`src/rtl/core/assert_macros.svh`:
```
// ----------------------------------------------------------------------------
// assert_macros.svh
// Assertion shorthands shared by the blur/sharpen core.
// ----------------------------------------------------------------------------
`ifndef ASSERT_MACROS_SVH
`define ASSERT_MACROS_SVH

// property must hold on every clock outside reset
`define BBS_ASSERT(label, prop, msg) \
    label: assert property (@(posedge aclk) disable iff (!aresetn) (prop)) else $error(msg);

// expression must never be true outside reset
`define BBS_NEVER(label, expr, msg) \
    label: assert property (@(posedge aclk) disable iff (!aresetn) !(expr)) else $error(msg);

`endif

```
`src/rtl/core/bbs_pkg.sv`:
```
// ----------------------------------------------------------------------------
// bbs_pkg
// Shared types and constants for the 3x3 blur/sharpen core.
// ----------------------------------------------------------------------------
`default_nettype none

package bbs_pkg;

    localparam int PIX_W      = 8;
    localparam int CFG_W      = 11;
    localparam int COLSUM_W   = 10;
    localparam int SUM_W      = 12;

    // floor(x/9) == (x * RECIP_9) >> RECIP_SHIFT for x < 4096
    localparam logic [SUM_W-1:0] RECIP_9 = 12'd3641;
    localparam int RECIP_SHIFT = 15;

    localparam logic REG_FRAME_WIDTH  = 1'b0;
    localparam logic REG_FRAME_HEIGHT = 1'b1;

    localparam logic KIND_PIXEL = 1'b0;
    localparam logic KIND_FLUSH = 1'b1;

    localparam int QDEPTH = 4;
    localparam int QPTR_W = 2;
    localparam int QCNT_W = 3;

    typedef struct packed {
        logic                is_flush;
        logic [COLSUM_W-1:0] col_sum;
        logic [PIX_W-1:0]    mid;
        logic                emit_main;
        logic                interior;
        logic                emit_edge;
        logic                eof;
    } bbs_entry_t;

    typedef struct packed {
        logic              not_empty;
        logic [QCNT_W-1:0] count;
    } bbs_qstat_t;

endpackage

`default_nettype wire

```
`src/rtl/core/bbs_queue.sv`:
```
// ----------------------------------------------------------------------------
// bbs_queue
// Short FIFO between the classifying front end and the filter back end.
// ----------------------------------------------------------------------------
`default_nettype none
`include "assert_macros.svh"

module bbs_queue (
    input  wire logic                aclk,
    input  wire logic                aresetn,
    input  wire logic                push,
    input  wire bbs_pkg::bbs_entry_t push_data,
    input  wire logic                pop,
    output bbs_pkg::bbs_entry_t      head,
    output bbs_pkg::bbs_qstat_t      stat
);
    import bbs_pkg::*;

    bbs_entry_t        entry_reg [QDEPTH];
    logic [QPTR_W-1:0] wr_ptr_reg, rd_ptr_reg;
    logic [QCNT_W-1:0] count_reg, count_next;

    always_comb begin
        count_next = count_reg;
        if (push && !pop) begin
            count_next = count_reg + QCNT_W'(1);
        end else if (pop && !push) begin
            count_next = count_reg - QCNT_W'(1);
        end
    end

    always_ff @(posedge aclk) begin
        if (!aresetn) begin
            wr_ptr_reg <= '0;
            rd_ptr_reg <= '0;
            count_reg  <= '0;
        end else begin
            if (push) begin
                wr_ptr_reg <= wr_ptr_reg + QPTR_W'(1);
            end
            if (pop) begin
                rd_ptr_reg <= rd_ptr_reg + QPTR_W'(1);
            end
            count_reg <= count_next;
        end
    end

    always_ff @(posedge aclk) begin
        if (push) begin
            entry_reg[wr_ptr_reg] <= push_data;
        end
    end

    assign head           = entry_reg[rd_ptr_reg];
    assign stat.not_empty = (count_reg != '0);
    assign stat.count     = count_reg;

    `BBS_NEVER(a_q_overflow, push && !pop && (count_reg == QCNT_W'(QDEPTH)), "queue overflow")
    `BBS_NEVER(a_q_underflow, pop && (count_reg == '0), "queue underflow")

endmodule

`default_nettype wire

```
`config.mk`:
```
export PLATFORM = sky130hd
export DESIGN_NAME = bbs_queue
export DESIGN_NICKNAME = d
export VERILOG_FILES = /design/src/rtl/core/bbs_pkg.sv /design/src/rtl/core/bbs_queue.sv
export VERILOG_INCLUDE_DIRS = /design/src /design/src/rtl/core
export SDC_FILE = /design/constraint.sdc
export NUM_CORES = 1
export LEC_CHECK = 0
export CORE_UTILIZATION = 62
export CTS_CLUSTER_SIZE = 20
export DETAILED_ROUTE_END_ITERATION = 6
export DONT_BUFFER_PORTS = 1
export HOLD_SLACK_MARGIN = 0.12
export PLACE_DENSITY = 0.77
export SLEW_MARGIN = 5
export SYNTH_ARGS = -nofsm -noshare
export SYNTH_HDL_FRONTEND = slang
export SYNTH_SLANG_ARGS = --single-unit
```
`constraint.sdc`:
```
create_clock -name aclk -period 2.1 [get_ports aclk]
set_input_delay 0.105 -clock aclk [delete_from_list [all_inputs] [get_ports aclk]]
set_output_delay 0.105 -clock aclk [all_outputs]
set_load 0.05 [all_outputs]
```
==> results.ini, run 1 <==
[routing]
vias_per_cell = 5.873
final_antenna_net_count = 0
wl_per_cell_um = 21.51
drtIter0Drc = 101
remaining_drc_errors = 0
vias = 1662
routed_wl_mm = 6.087
drtPass1Iterations = 4

[clock_network]
cts.sinks = 101
post_cts_resized = 0
clk_pin_slew_ps = 90
cts_tree = built
cts-buffers-inserted = 9
cts_max_path_buffers = 2
clock_latency_ps = 350
cts-root-buf = clkbuf_8
htreeDepth = 3

[global_route]
antenna_found_initial = 0
track_usage_pct = 21.00
grt_max_degree = 24
grt_pass1_wl_mm = 9.259
first_global_vias = 1803
grt-ovfl-total = 0

[cells_and_area]
final_nets = 237
utilization_pct = 73.58
largest_reg_flops = 92
area_growth_pct = 14.88
drive_gt1_share_pct = 20.19
n_antenna_cell = 0

[timing]
tightestPinTransition_ps = 559.9
rsz0062_at_grt = false
fin_crit_sh_pct = 90.29
fmaxAchievable_mhz = 527.4
maxSlewViolCount = 0
setup_slack_ps = 203.8
fin_tns_setup_ps = 0
slew_headroom_pct = 62.67
clock_skew_ps = 8.109
fin_crit_ps = 1896
finalHoldViolations = 0
setup-violations-final = 0

[logic_synthesis]
synthCells = 162
ys_warn_count = 0
synth_nets = 195
syn_area_mm2 = 0.003792
ys_ff_latch = 101
synth.distinct_cells = 19
yosysSeqAreaShare_pct = 77.60
avgSynthCellArea_um2 = 23.41

[power_and_ir_drop]
powerDensity_mw_per_mm2 = 955.5
ir_worst_vdd_uv = 554.2
leakage_nw = 1.433
p_total_mw = 4.163

[critical_path]
cp_max_fo = 14
cp-end-kind = output pin
critical_path_class = flip-flop to output pin
arrival_ps = 1790
cp.required_ps = 2000
startpoint_type = flip-flop

[hold_path]
hold_class = primary input to flip-flop

[run]
cap_violations = 0

[run_status]
outcome = finished, final reports clean

[place]
dp_slack_ps = 471.0
dpl.hpwl_mm = 3.643
numPortBuffers = 0
gp_congestion = 0.6628

[floorplanning]
core_mm2 = 0.005921
die_h_um = 80.21
dieWidth_um = 80.21
rows = 28
die_area_mm2 = 0.006434
io_pins = 54
start_util_pct = 64.05

==> cell families after synthesis <==
kind of cell	count (synthesis)	share of synthesized area, %
AND/OR/NAND/NOR	14	2.243
XOR/XNOR	5	1.155
flip-flops	101	77.60
buffers and inverters	9	2.012
AO/OA/AOI/OAI	2	0.3299
multiplexers	25	14.48
adder cells (fa/ha/maj)	6	2.178
==> cells in the final DEF, fill, tap and decap left out, drive strengths merged <==
master	Yosys	layout
edfxtp	92	92
dlygate4sd3	0	27
mux4	23	23
clkbuf	0	10
and2	9	9
dfxtp	9	9
buf	5	9
ha	5	5
inv	4	4
xor2	3	3
or3	2	2
xnor2	2	2
mux2i	2	2
nor2b	2	2
clkinvlp	0	2
clkinv	0	2
nand2	1	1
o21ai	1	1
a21boi	1	1
fa	1	1
bufinv	0	1
==> layout make-up <==
| type | count | area [um^2] |
|---|---|---|
| well taps | 75 | 93.84 |
| repair buffers | 36 | 350.3 |
| clock buffers | 10 | 127.6 |
| clock inverters | 5 | 52.55 |
| flip-flops and latches | 101 | 2944 |
| fillers | 310 | 1564 |
| multi-input cells | 52 | 773.2 |
| inverters | 4 | 15.01 |
==> power by group <==
part	internal [mW]	switching, mW
logic	0.204	0.465
registers	2.30	0.0557
clock network	0.537	0.600
total	3.04	1.12
==> what timing repair did <==
action / in CTS / in global routing
endpoints found under the hold margin: 101 / 0
hold buffers: 27 / 0
setup buffers: 0 / 0
setup endpoints to repair: 0 / 0
==> worst paths after layout <==
path | to | cells after the start | slack [ps] | startpoint
max | head[21] | 2 | 200 | flip-flop
min | count_reg[1]$_SDFFE_PN0P_ | 3 | 180 | push
max reg2reg | entry_reg[2][17]$_DFFE_PP_ | 4 | 440 | wr_ptr_reg[0]$_SDFFE_PN0P_
min reg2reg | wr_ptr_reg[1]$_SDFFE_PN0P_ | 2 | 580 | wr_ptr_reg[1]$_SDFFE_PN0P_
==> metrics by stage <==
step                      hold WS [ps]  cell area, um^2  cells
after floorplan                  203.9             3792    162
after global placement           204.0             3906    241
after detailed placement         204.0             3906    241
after CTS                        177.6             4357    283
after global routing             221.4             4357    283
final                            179.1             4357    283
==> critical path, stage by stage, from the launching register on <==
cell     delay [ps]
dfxtp_1         610
buf_4           320
mux4_2          500
==> synth_stat cells <==
cell | n | share of area (%)
edfxtp_1 | 92 | 73
mux4_2 | 20 | 12
and2_1 | 9 | 1.5
dfxtp_1 | 9 | 4.8
ha_1 | 5 | 1.6
inv_1 | 4 | 0.40
mux4_1 | 3 | 2.1
xor2_1 | 3 | 0.69
buf_12 | 2 | 1.1
buf_2 | 2 | 0.26
mux2i_1 | 2 | 0.53
nor2b_1 | 2 | 0.33
or3_1 | 2 | 0.33
xnor2_1 | 2 | 0.46
a21boi_0 | 1 | 0.20
buf_6 | 1 | 0.30
fa_1 | 1 | 0.53
nand2_1 | 1 | 0.099
o21ai_0 | 1 | 0.13
==> per-layer routing <==
metal | vias to the layer above | GRT usage, % | routed length, um
li1 | 742 | - | -
met1 | 859 | 26.00 | 2566
met2 | 48 | 33.33 | 3037
met3 | 13 | 7.500 | 341
met4 | 0 | 9.643 | 142
met5 | - | 0 | 0
Power figures use the tool's default switching activity.
==> inputs of run 2 (changes only) <==
- CORE_UTILIZATION: 62 -> 65
- CTS_BUF_LIST: not set -> sky130_fd_sc_hd__clkbuf_4 sky130_fd_sc_hd__clkbuf_8
- PLACE_DENSITY: 0.77 -> 0.8
==> run 2 against run 1 <==
Effect of this change:
- critical endpoint is now head[13]
- cell count increased by 0.35%
- register-to-register slack got worse by 240 ps
- clock power rose by 14%
- power increased by 4.4%
- global-route usage is 2.6 points higher
- final area increased by 1.3%
- utilization rose by 5.6 points
- critical path depth rose by 1
- setup slack got worse by 59 ps
- largest power group unchanged
- largest cell class unchanged
- sequential share of layout area shrank 0.88 points
- worst hold slack improved by 32 ps
==> results.ini, run 2 (same netlist as run 1, synthesis figures left out) <==
[run_status]
outcome = finished, final reports clean

[cells_and_area]
n_antenna_cell = 0
stdcell_count = 284
layout_commonest_cell = edfxtp_1
area_growth_pct = 16.40
utilization_pct = 79.19
largest_reg_flops = 92
final_nets = 240
n_fill_cell = 281
multi_input_area_um2 = 773.2
seqCellArea_mm2 = 0.002944
drive_gt1_share_pct = 22.64
layout_common_cells = edfxtp_1, dlygate4sd3_1, mux4_2

[place]
gp_congestion = 0.7109
numPortBuffers = 0
dp_cells = 241
dp_slack_ps = 217.9
dpl.hpwl_mm = 4.066

[clock_network]
cts.sinks = 101
cts_max_path_buffers = 2
cts_tree = built
post_cts_resized = 0
cts-buffers-inserted = 9
clk_pin_slew_ps = 80
htreeDepth = 3
cts_setup_buffers = 0
cts-root-buf = clkbuf_8
clock_latency_ps = 350

[critical_path]
r2r-start = wr_ptr_reg[0]$_SDFFE_PN0P_
r2r_slack_ps = 200
cp.required_ps = 2000
cp-end-kind = output pin
cp_max_fo = 12
rr_worst_depth = 3
critical_path_class = flip-flop to output pin
startpoint_type = flip-flop
rr_endpoint = entry_reg[2][16]$_DFFE_PP_
arrival_ps = 1850

[timing]
setup-violations-final = 0
fin_crit_ps = 1956
maxSlewViolCount = 0
fin_tns_setup_ps = 0
setup_slack_ps = 144.3
slew_headroom_pct = 22.21
fmaxAchievable_mhz = 511.3
clock_skew_ps = 7.846
finalHoldViolations = 0
tightestPinTransition_ps = 1167
fin_crit_sh_pct = 93.13
rsz0062_at_grt = false

[routing]
routed_wl_mm = 6.525
vias = 1713
final_antenna_net_count = 0
drtIter0Drc = 119
drtPass1Iterations = 4
wl_per_cell_um = 22.98
vias_per_cell = 6.032
remaining_drc_errors = 0

[run]
cap_violations = 0

[floorplanning]
start_util_pct = 68.04
io_pins = 54
die_area_mm2 = 0.006144
dieWidth_um = 78.39
rows = 27
core_mm2 = 0.005574
die_h_um = 78.39

[global_route]
antenna_found_initial = 0
grt-ovfl-total = 0
grt_pass1_wl_mm = 9.832
track_usage_pct = 23.59
grt_max_degree = 24
first_global_vias = 1897

[power_and_ir_drop]
leakage_nw = 1.468
powerDensity_mw_per_mm2 = 984.9
p_total_mw = 4.347
ir_worst_vdd_uv = 614.1

[hold_path]
hold_class = primary input to flip-flop
holdPathEnd = count_reg[1]$_SDFFE_PN0P_
worstHoldStart = push
min_delay_path_depth = 3

run 2: cell types whose count changed in the layout (fill, tap and decap cells not counted):
cell       previous run  this run
clkinv_1              2         1
clkbuf_4              0         1
clkbuf_1              1         0
buf_4                 8        11
clkinv_4              0         1
bufinv_16             1         2
run 2: power breakdown:
group          switching [mW]  total (mW)  internal (mW)
Sequential             0.0568        2.36           2.30
Combinational           0.477       0.693          0.215
Clock                   0.614        1.30          0.682
Total                    1.15        4.35           3.20
run 2: worst max-delay path, cell delays in order, from the launching register on:
cell,delay (ps)
dfxtp_2,510
buf_12,210
mux4_1,580
buf_4,210
run 2: what timing repair did:
action | CTS | global route
setup endpoints to repair | 0 | 0
hold endpoints to repair | 101 | 0
hold buffers | 27 | 0
run 2: final cells by class:
cell class,count,area share (%)
Tap cell,72,2.041
Clock inverter,6,1.984
Inverter,4,0.3401
Timing Repair Buffer,39,8.447
Sequential cell,101,66.69
Clock buffer,10,2.976
Multi-Input combinational cell,52,17.52
run 2: worst max path at each step:
stage / depth (start not counted) / to / slack, ps / start
2_1_floorplan: 4 / count_reg[2]$_SDFFE_PN0P_ / 460 / count_reg[0]$_SDFFE_PN0P_
3_3_place_gp: 3 / entry_reg[2][5]$_DFFE_PP_ / 300 / wr_ptr_reg[0]$_SDFFE_PN0P_
3_5_place_dp: 3 / entry_reg[2][6]$_DFFE_PP_ / 220 / wr_ptr_reg[0]$_SDFFE_PN0P_
4_1_cts: 3 / head[13] / 130 / flip-flop
5_1_grt: 3 / head[13] / 60 / flip-flop
6_report: 3 / head[13] / 140 / flip-flop
run 2: routing by layer:
metal	part of all wire (%)	vias to the layer above	wire [um]	GRT usage [%]
li1	-	748	-	-
met1	37	902	2432	26.39
met2	56	52	3686	42.63
met3	4.6	11	299	5.814
met4	1.6	0	106	10.56
met5	0	-	0	0
run 2: stage by stage:
stage	cell area, um^2	hold WS [ps]
detailed placement	3925	204.0
floorplan	3792	203.9
CTS	4414	198.5
global route	4414	217.2
global placement	3925	204.0
finish	4414	211.2
