$ cat config.mk
export PLATFORM = sky130hd
export DESIGN_NAME = bbs_back
export DESIGN_NICKNAME = d
export VERILOG_FILES = /design/src/rtl/core/bbs_pkg.sv /design/src/rtl/core/bbs_back.sv
export VERILOG_INCLUDE_DIRS = /design/src /design/src/rtl/core
export SDC_FILE = /design/constraint.sdc
export NUM_CORES = 1
export LEC_CHECK = 0
export BUFFER_PORTS_ARGS = -buffer_cell sky130_fd_sc_hd__buf_2
export CAP_MARGIN = 20
export CORE_MARGIN = 1
export CORE_UTILIZATION = 29
export CTS_CLUSTER_DIAMETER = 150
export DETAILED_ROUTE_END_ITERATION = 10
export GPL_TIMING_DRIVEN = 0
export PLACE_DENSITY = 0.44
export SLEW_MARGIN = 0
export SYNTH_ARGS = -nofsm -noshare
export SYNTH_HDL_FRONTEND = slang
export SYNTH_SLANG_ARGS = --single-unit
$ cat constraint.sdc
create_clock -name aclk -period 6.19 [get_ports aclk]
set_input_delay 0.9285 -clock aclk [delete_from_list [all_inputs] [get_ports aclk]]
set_output_delay 0.9285 -clock aclk [all_outputs]
set_load 0.05 [all_outputs]
$ cat src/rtl/core/assert_macros.svh
// ----------------------------------------------------------------------------
// assert_macros.svh
// Assertion shorthands shared by the blur/sharpen core.
// ----------------------------------------------------------------------------
`ifndef ASSERT_MACROS_SVH
`define ASSERT_MACROS_SVH

// property must hold on every clock outside reset
`define BBS_ASSERT(label, prop, msg) \
    label: assert property (@(posedge aclk) disable iff (!aresetn) (prop)) else $error(msg);

// expression must never be true outside reset
`define BBS_NEVER(label, expr, msg) \
    label: assert property (@(posedge aclk) disable iff (!aresetn) !(expr)) else $error(msg);

`endif

$ cat src/rtl/core/bbs_pkg.sv
// ----------------------------------------------------------------------------
// bbs_pkg
// Shared types and constants for the 3x3 blur/sharpen core.
// ----------------------------------------------------------------------------
`default_nettype none

package bbs_pkg;

    localparam int PIX_W      = 8;
    localparam int CFG_W      = 11;
    localparam int COLSUM_W   = 10;
    localparam int SUM_W      = 12;

    // floor(x/9) == (x * RECIP_9) >> RECIP_SHIFT for x < 4096
    localparam logic [SUM_W-1:0] RECIP_9 = 12'd3641;
    localparam int RECIP_SHIFT = 15;

    localparam logic REG_FRAME_WIDTH  = 1'b0;
    localparam logic REG_FRAME_HEIGHT = 1'b1;

    localparam logic KIND_PIXEL = 1'b0;
    localparam logic KIND_FLUSH = 1'b1;

    localparam int QDEPTH = 4;
    localparam int QPTR_W = 2;
    localparam int QCNT_W = 3;

    typedef struct packed {
        logic                is_flush;
        logic [COLSUM_W-1:0] col_sum;
        logic [PIX_W-1:0]    mid;
        logic                emit_main;
        logic                interior;
        logic                emit_edge;
        logic                eof;
    } bbs_entry_t;

    typedef struct packed {
        logic              not_empty;
        logic [QCNT_W-1:0] count;
    } bbs_qstat_t;

endpackage

`default_nettype wire

$ cat src/rtl/core/bbs_back.sv
// ----------------------------------------------------------------------------
// bbs_back
// Window column sums, divide by nine, sharpen, and result serialisation.
// ----------------------------------------------------------------------------
`default_nettype none
`include "assert_macros.svh"

module bbs_back (
    input  wire logic                         aclk,
    input  wire logic                         aresetn,
    input  wire bbs_pkg::bbs_qstat_t          qstat,
    input  wire bbs_pkg::bbs_entry_t          head,
    output logic                              pop,
    output logic                              m_tvalid,
    input  wire logic                         m_tready,
    output logic [2*bbs_pkg::PIX_W-1:0]       m_tdata,
    output logic                              m_tlast,
    output logic                              m_tuser
);
    import bbs_pkg::*;

    // window: column sums of the two older columns and the centre pixel
    logic [COLSUM_W-1:0] cs0_reg, cs1_reg;
    logic [PIX_W-1:0]    centre_reg;

    logic                s1_valid_reg, s1_valid_next;
    logic                s1_flush_reg;
    logic [SUM_W-1:0]    s1_sum_reg;
    logic [PIX_W-1:0]    s1_src_reg, s1_mid_reg;
    logic                s1_main_reg, s1_int_reg, s1_edge_reg, s1_eof_reg;

    logic                s2_valid_reg, s2_valid_next;
    logic                s2_has0_reg, s2_has1_reg, s2_done0_reg;
    logic [PIX_W-1:0]    s2_blur0_reg, s2_sharp0_reg, s2_val1_reg;
    logic                s2_eof1_reg;

    logic                m_valid_reg, m_valid_next;
    logic [PIX_W-1:0]    m_blur_reg, m_sharp_reg;
    logic                m_eof_reg, m_last_reg;

    logic                out_free, take0, take1, s2_done, s2_free, s1_adv, s1_free;
    logic [2*SUM_W-1:0]  prod;
    logic [PIX_W-1:0]    blur, sharp;

    assign out_free = !m_valid_reg || m_tready;
    assign take0    = s2_valid_reg && out_free && s2_has0_reg && !s2_done0_reg;
    assign take1    = s2_valid_reg && out_free && s2_has1_reg
                      && (!s2_has0_reg || s2_done0_reg);
    assign s2_done  = s2_valid_reg && ((!s2_has0_reg && !s2_has1_reg) || take1
                      || (take0 && !s2_has1_reg));
    assign s2_free  = !s2_valid_reg || s2_done;
    assign s1_adv   = s1_valid_reg && s2_free;
    assign s1_free  = !s1_valid_reg || s1_adv;
    assign pop      = qstat.not_empty && s1_free;

    assign s1_valid_next = pop || (s1_valid_reg && !s1_adv);
    assign s2_valid_next = s1_adv || (s2_valid_reg && !s2_done);
    assign m_valid_next  = take0 || take1 || (m_valid_reg && !m_tready);

    assign prod  = s1_sum_reg * RECIP_9;
    assign blur  = s1_int_reg ? prod[RECIP_SHIFT +: PIX_W] : s1_src_reg;
    assign sharp = {s1_src_reg[PIX_W-3:0], 2'b00} - blur - {blur[PIX_W-2:0], 1'b0};

    always_ff @(posedge aclk) begin
        if (!aresetn) begin
            cs0_reg      <= '0;
            cs1_reg      <= '0;
            centre_reg   <= '0;
            s1_valid_reg <= 1'b0;
            s2_valid_reg <= 1'b0;
            s2_done0_reg <= 1'b0;
            m_valid_reg  <= 1'b0;
        end else begin
            s1_valid_reg <= s1_valid_next;
            s2_valid_reg <= s2_valid_next;
            m_valid_reg  <= m_valid_next;
            if (pop && !head.is_flush) begin
                cs0_reg    <= cs1_reg;
                cs1_reg    <= head.col_sum;
                centre_reg <= head.mid;
            end
            if (s2_done) begin
                s2_done0_reg <= 1'b0;
            end else if (take0) begin
                s2_done0_reg <= 1'b1;
            end
        end
    end

    always_ff @(posedge aclk) begin
        if (pop) begin
            s1_flush_reg <= head.is_flush;
            s1_sum_reg   <= SUM_W'(cs0_reg) + SUM_W'(cs1_reg) + SUM_W'(head.col_sum);
            s1_src_reg   <= centre_reg;
            s1_mid_reg   <= head.mid;
            s1_main_reg  <= head.emit_main;
            s1_int_reg   <= head.interior;
            s1_edge_reg  <= head.emit_edge;
            s1_eof_reg   <= head.eof;
        end
        if (s1_adv) begin
            s2_has0_reg   <= !s1_flush_reg && s1_main_reg;
            s2_has1_reg   <= s1_flush_reg || s1_edge_reg;
            s2_blur0_reg  <= blur;
            s2_sharp0_reg <= sharp;
            s2_val1_reg   <= s1_mid_reg;
            s2_eof1_reg   <= s1_flush_reg && s1_eof_reg;
        end
        if (take0) begin
            m_blur_reg  <= s2_blur0_reg;
            m_sharp_reg <= s2_sharp0_reg;
            m_eof_reg   <= 1'b0;
            m_last_reg  <= !s2_has1_reg;
        end else if (take1) begin
            // border result: blur equals source, so sharp equals source too
            m_blur_reg  <= s2_val1_reg;
            m_sharp_reg <= s2_val1_reg;
            m_eof_reg   <= s2_eof1_reg;
            m_last_reg  <= 1'b1;
        end
    end

    assign m_tvalid = m_valid_reg;
    assign m_tdata  = {m_sharp_reg, m_blur_reg};
    assign m_tlast  = m_eof_reg;
    assign m_tuser  = m_last_reg;

    `BBS_ASSERT(a_done0_pair, s2_done0_reg |-> (s2_valid_reg && s2_has1_reg), "stray done flag")

endmodule

`default_nettype wire

==> results of run 1 <==
## critical path: stages (launching register included)
cell and delay [ns]:
edfxtp_1 0.41, buf_4 0.17, fa_2 0.55, ha_1 0.25
ha_1 0.31, fa_1 0.54, inv_1 0.05, fa_1 0.53
inv_1 0.04, ha_1 0.31, a21oi_2 0.16, o21ai_2 0.09
nand3_2 0.10, nand2_2 0.07, a31o_4 0.27, a31oi_4 0.17
mux2_4 0.34, a211oi_4 0.19, fa_1 0.49, ha_4 0.30
o21ai_2 0.04, o21bai_1 0.17, a21oi_2 0.10, xnor2_2 0.22
xnor2_1 0.14, nor2_1 0.06, a21oi_2 0.14, xor2_1 0.09
## metal layers
layer,global-route usage,vias up
met5,0,-
li1,-,2078
met1,0.133,1962
met3,0.0245,10
met4,0.0277,0
met2,0.201,38
## timing repair
| action | CTS | global route |
|---|---|---|
| setup endpoints to repair | 3 | 3 |
| pin swaps | 17 | 28 |
| buffers inserted | 18 | 10 |
| gates resized for setup | 17 | 20 |
## metrics by stage
stage	setup WS, ns	area [sq um]	setup TNS [ns]	hold WS, ns	utilization
final	-0.381	8440	-0.381	0.429	0.358
after global routing	-0.699	8440	-0.768	0.435	0.358
after CTS	-0.440	8250	-0.440	0.423	0.350
after detailed placement	-0.873	7700	-1.07	0.407	0.327
after global placement	-0.809	7650	-0.924	0.403	0.325
after floorplan	-0.127	7020	-0.127	0.400	-
## cell type report
| class | instances | area (sq um) | area share |
|---|---|---|---|
| Multi-Input combinational cell | 355 | 3960 | 0.470 |
| Inverter | 87 | 327 | 0.0387 |
| Clock inverter | 5 | 41.3 | 0.00489 |
| Sequential cell | 108 | 2910 | 0.345 |
| Buffer | 9 | 63.8 | 0.00756 |
| Timing Repair Buffer | 76 | 479 | 0.0568 |
| Clock buffer | 11 | 254 | 0.0301 |
| Tap cell | 319 | 399 | 0.0473 |
## cells in the mapped netlist, types with 4 or more instances
| library cell | n |
|---|---|
| ha_1 | 84 |
| mux2_2 | 18 |
| fa_1 | 44 |
| a21oi_1 | 17 |
| nand2_1 | 11 |
| nand4_1 | 4 |
| nand3_1 | 5 |
| clkbuf_1 | 4 |
| mux2i_1 | 32 |
| xor2_1 | 10 |
| o21bai_1 | 4 |
| xnor2_1 | 21 |
| nor2b_1 | 36 |
| and2_1 | 5 |
| nor2_1 | 11 |
| a21o_1 | 7 |
| dfxtp_1 | 33 |
| o21ai_1 | 8 |
| inv_1 | 86 |
| edfxtp_1 | 75 |
## logic make-up (layout without fill, tap and decap cells)
group	after synthesis	in the layout
AO/OA/AOI/OAI	62	62
XOR/XNOR	31	31
adder cells (fa/ha/maj)	128	128
buffers and inverters	96	188
flip-flops	108	108
multiplexers	53	53
AND/OR/NAND/NOR	81	81
## path summary, 6_finish.rpt
kind | cells after the start | endpoint | startpoint
min reg2reg | 0 | s2_val1_reg[6] | s1_mid_reg[6]
max | 27 | s2_sharp0_reg[7] | s1_sum_reg[6]
max reg2reg | 27 | s2_sharp0_reg[7] | s1_sum_reg[6]
min | 0 | s2_val1_reg[6] | s1_mid_reg[6]
==> flow_summary.ini, run 1 <==
[routing]
vias_per_cell = 4.21
dr.pass1.iters = 4
post-route-drc-count = 0
route.met2.wl_mm = 6.64
highest_layer = met4
drtAntennaViolNets = 0
wl_met1_mm = 5.86
dr_wl_met3_um = 315
vias = 4088
avgRoutedWirePerCell_um = 13.4
drt_iter0_drc = 107
wirelength_mm = 13.0

[timing]
worst_slew_pin_slew_ns = 0.651
fin_ws_ns = -0.381
period_share = 1.06
min_period_ns = 6.57
maxSlewHeadroom = 0.566
setup_viol = 1
skew_ns = 0.0113
maxSlewViolCount = 0
rsz0062_at_grt = true
max_freq_ghz = 0.152
finalHoldViolations = 0

[clock_tree]
ctsHoldBuffers = 0
root_buffer = clkbuf_16
cts_num_sinks = 108
cts.clk_slew.worst_paths_ns = 0.07
htreeDepth = 3
cts_buffers = 9
clock_path_buffers = 2
cts_tree = done
clk_latency_ns = 0.35

[global_route]
grt_pass1_wl_mm = 21.1
grt_max_degree = 30
grt_usage = 0.111
grt-ovfl-total = 0
grt_pass1_vias = 4227
antenna_found_initial = 1

[final_layout]
final_cell_mix = 80 x inv_1, 75 x edfxtp_1, 73 x ha_1, 46 x buf_2, 42 x fa_1
final_common_cell = inv_1
drive_gt1_frac = 0.263
antennaDiodeCount = 0
area_growth_pct = 20.9
largest_register_ffs = 12
fill_cells = 2360
nNetsFinal = 804
stdcell_count = 970

[yosys]
yosys.area_share.xor_xnor = 0.0389
synth_edf_count = 75
synthMuxAreaShare = 0.0830
synth_nets = 717
synth-seq-cells = 108
syn_avg_cell_area_sq_um = 12.5
ys_seq_area_frac = 0.417
synth_area_leaders = edfxtp_1 32%, ha_1 15%, fa_1 13%
synthFlopType = edfxtp_1
synth_fa_ha_area_frac = 0.277
synth_simple_gate_area_share = 0.0642
synth_compound_area_frac = 0.0640
yosysTopAreaCellShare = 0.323
ys_async_sr_fraction = 0
syn_inst = 559
synth_top_family_by_area = adder cells
synth_area_sq_um = 6980
yosys.area.top_type = edfxtp_1
yosysWarningCount = 0
ys_types = 50

[placement]
dp_hpwl_mm = 10.4
place_inst = 926
routabilityCongestion = 0.779
io_buffers = 46

[critical_path]
worstPathRequired_ns = 6.29
crit_type = flip-flop to flip-flop
worst_setup_path_end_kind = flip-flop
path_max_fanout = 3
cp.arrival_ns = 6.67
start_kind = flip-flop
r2r_setup_slack_ns = -0.38

[die]
fp.dieH_um = 157
coreArea_sq_um = 23500
dieArea_sq_um = 24700
num_rows = 56
ios = 50
initial_utilization = 0.297
die_w_um = 157

[status]
status = finished, violations left
violations = setup timing

[job]
maxCapViolCount = 0

[hold_path]
worstHoldPathType = flip-flop to flip-flop
Power of run 1 is left out: the tool's default activity adds up to more than one toggle a clock period on the data nets, which glitch-free logic cannot reach.
==> run 2, diff against run 1 <==
Settings changed: CTS_CLUSTER_SIZE set to 10, TNS_END_PERCENT set to 20.
==> run 2 against run 1 <==
The flow still finishes with violations (setup timing). Critical path depth is the same. Largest cell class unchanged. Final cell count fell by 0.41%. Clock skew shrank 0.0012 ns. Utilization down 0.30 points. Flip-flop and latch count did not move. Die area unchanged. Fmax about the same. Highest routed layer unchanged. Count of clock-buffer cells in the layout unchanged. Via count down 0.15%. Critical path type unchanged.
==> flow_summary.ini, run 2 (synthesized netlist as in run 1, its figures left out) <==
[routing]
vias_per_cell = 4.23
post-route-drc-count = 0
avgRoutedWirePerCell_um = 13.4
drtAntennaViolNets = 0
vias = 4082
wirelength_mm = 12.9
dr.pass1.iters = 4
drt_iter0_drc = 86

[timing]
setup_viol = 1
skew_ns = 0.0101
worst_slew_pin_slew_ns = 0.652
min_period_ns = 6.57
max_freq_ghz = 0.152
rsz0062_at_grt = true
fin_ws_ns = -0.376
finalHoldViolations = 0
maxSlewHeadroom = 0.565
maxSlewViolCount = 0
period_share = 1.06

[critical_path]
worstPathRequired_ns = 6.29
crit_type = flip-flop to flip-flop
critPathSlowestCell = fa_2
path_max_fanout = 3
cp_slowest_stage_delay_ns = 0.55
worst_setup_path_end_kind = flip-flop
start_kind = flip-flop
cp.arrival_ns = 6.66

[final_layout]
design_area_sq_um = 8370
stdcell_count = 966
final_cell_mix = 80 x inv_1, 75 x edfxtp_1, 74 x ha_1, 46 x buf_2, 42 x fa_1
area_growth_pct = 19.9
nNetsFinal = 800
final_common_cell = inv_1
drive_gt1_frac = 0.249
final_util = 0.355
antennaDiodeCount = 0
largest_register_ffs = 12

[placement]
routabilityCongestion = 0.779
place_inst = 926
dp_hpwl_mm = 10.4
post_dp_cell_area_sq_um = 7700
io_buffers = 46

[global_route]
grt_pass1_wl_mm = 21.1
grt_max_degree = 30
grt_pass1_vias = 4227
antenna_found_initial = 1
grt-ovfl-total = 0
grt_usage = 0.111

[job]
maxCapViolCount = 0

[status]
status = finished, violations left
violations = setup timing

[clock_tree]
clock_path_buffers = 2
cts_tree = done
cts_buffers = 9
clk_latency_ns = 0.35
cts_num_sinks = 108
cts.clk_slew.worst_paths_ns = 0.07
root_buffer = clkbuf_16
htreeDepth = 3
ctsHoldBuffers = 0

[hold_path]
worstHoldPathType = flip-flop to flip-flop

[die]
coreArea_sq_um = 23500
die_w_um = 157
dieArea_sq_um = 24700
num_rows = 56
fp.dieH_um = 157
ios = 50
initial_utilization = 0.297
run 2: critical path: cells and delay by family, from the launching register on:
kind | cells | cell delay, ns
xor+xnor | 3 | 0.45
buf+inv | 3 | 0.26
mux | 1 | 0.34
fa+ha+maj | 8 | 3.28
flops | 1 | 0.41
compound gates | 9 | 1.33
simple gates | 3 | 0.22
run 2: final timing paths:
path | start | endpoint | slack, ns | cells past startpoint
max reg2reg | s1_sum_reg[6] | s2_sharp0_reg[7] | -0.38 | 27
min | s1_mid_reg[6] | s2_val1_reg[6] | 0.43 | 0
max | s1_sum_reg[6] | s2_sharp0_reg[7] | -0.38 | 27
min reg2reg | s1_mid_reg[6] | s2_val1_reg[6] | 0.43 | 0
run 2: what timing repair did:
item	in CTS	in global routing
gates resized for setup	17	13
endpoints found under the setup margin	3	3
buffers inserted	18	6
pin swaps	17	17
run 2: area by class of cell:
type	count	area, sq um
fill	2363	15200
multi-input combinational	355	3930
sequential	108	2910
timing repair buffer	72	445
tap	319	399
inverter	87	327
clock buffer	11	254
buffer	9	63.8
clock inverter	5	41.3
run 2: layer usage:
| metal | global-route usage | part of all wire | wire length, um |
|---|---|---|---|
| met1 | 0.133 | 0.45 | 5850 |
| met2 | 0.201 | 0.51 | 6620 |
| met3 | 0.0245 | 0.024 | 313 |
| met4 | 0.0277 | 0.011 | 140 |
| met5 | 0 | 0 | 0 |
run 2: metrics by stage:
step | setup TNS (ns) | hold slack [ns] | worst slack, ns
after CTS | -0.440 | 0.423 | -0.440
after global placement | -0.924 | 0.403 | -0.809
after detailed placement | -1.07 | 0.407 | -0.873
after floorplan | -0.127 | 0.400 | -0.127
after global routing | -0.913 | 0.435 | -0.699
final | -0.376 | 0.429 | -0.376
Power of run 2 is left out for the same reason.
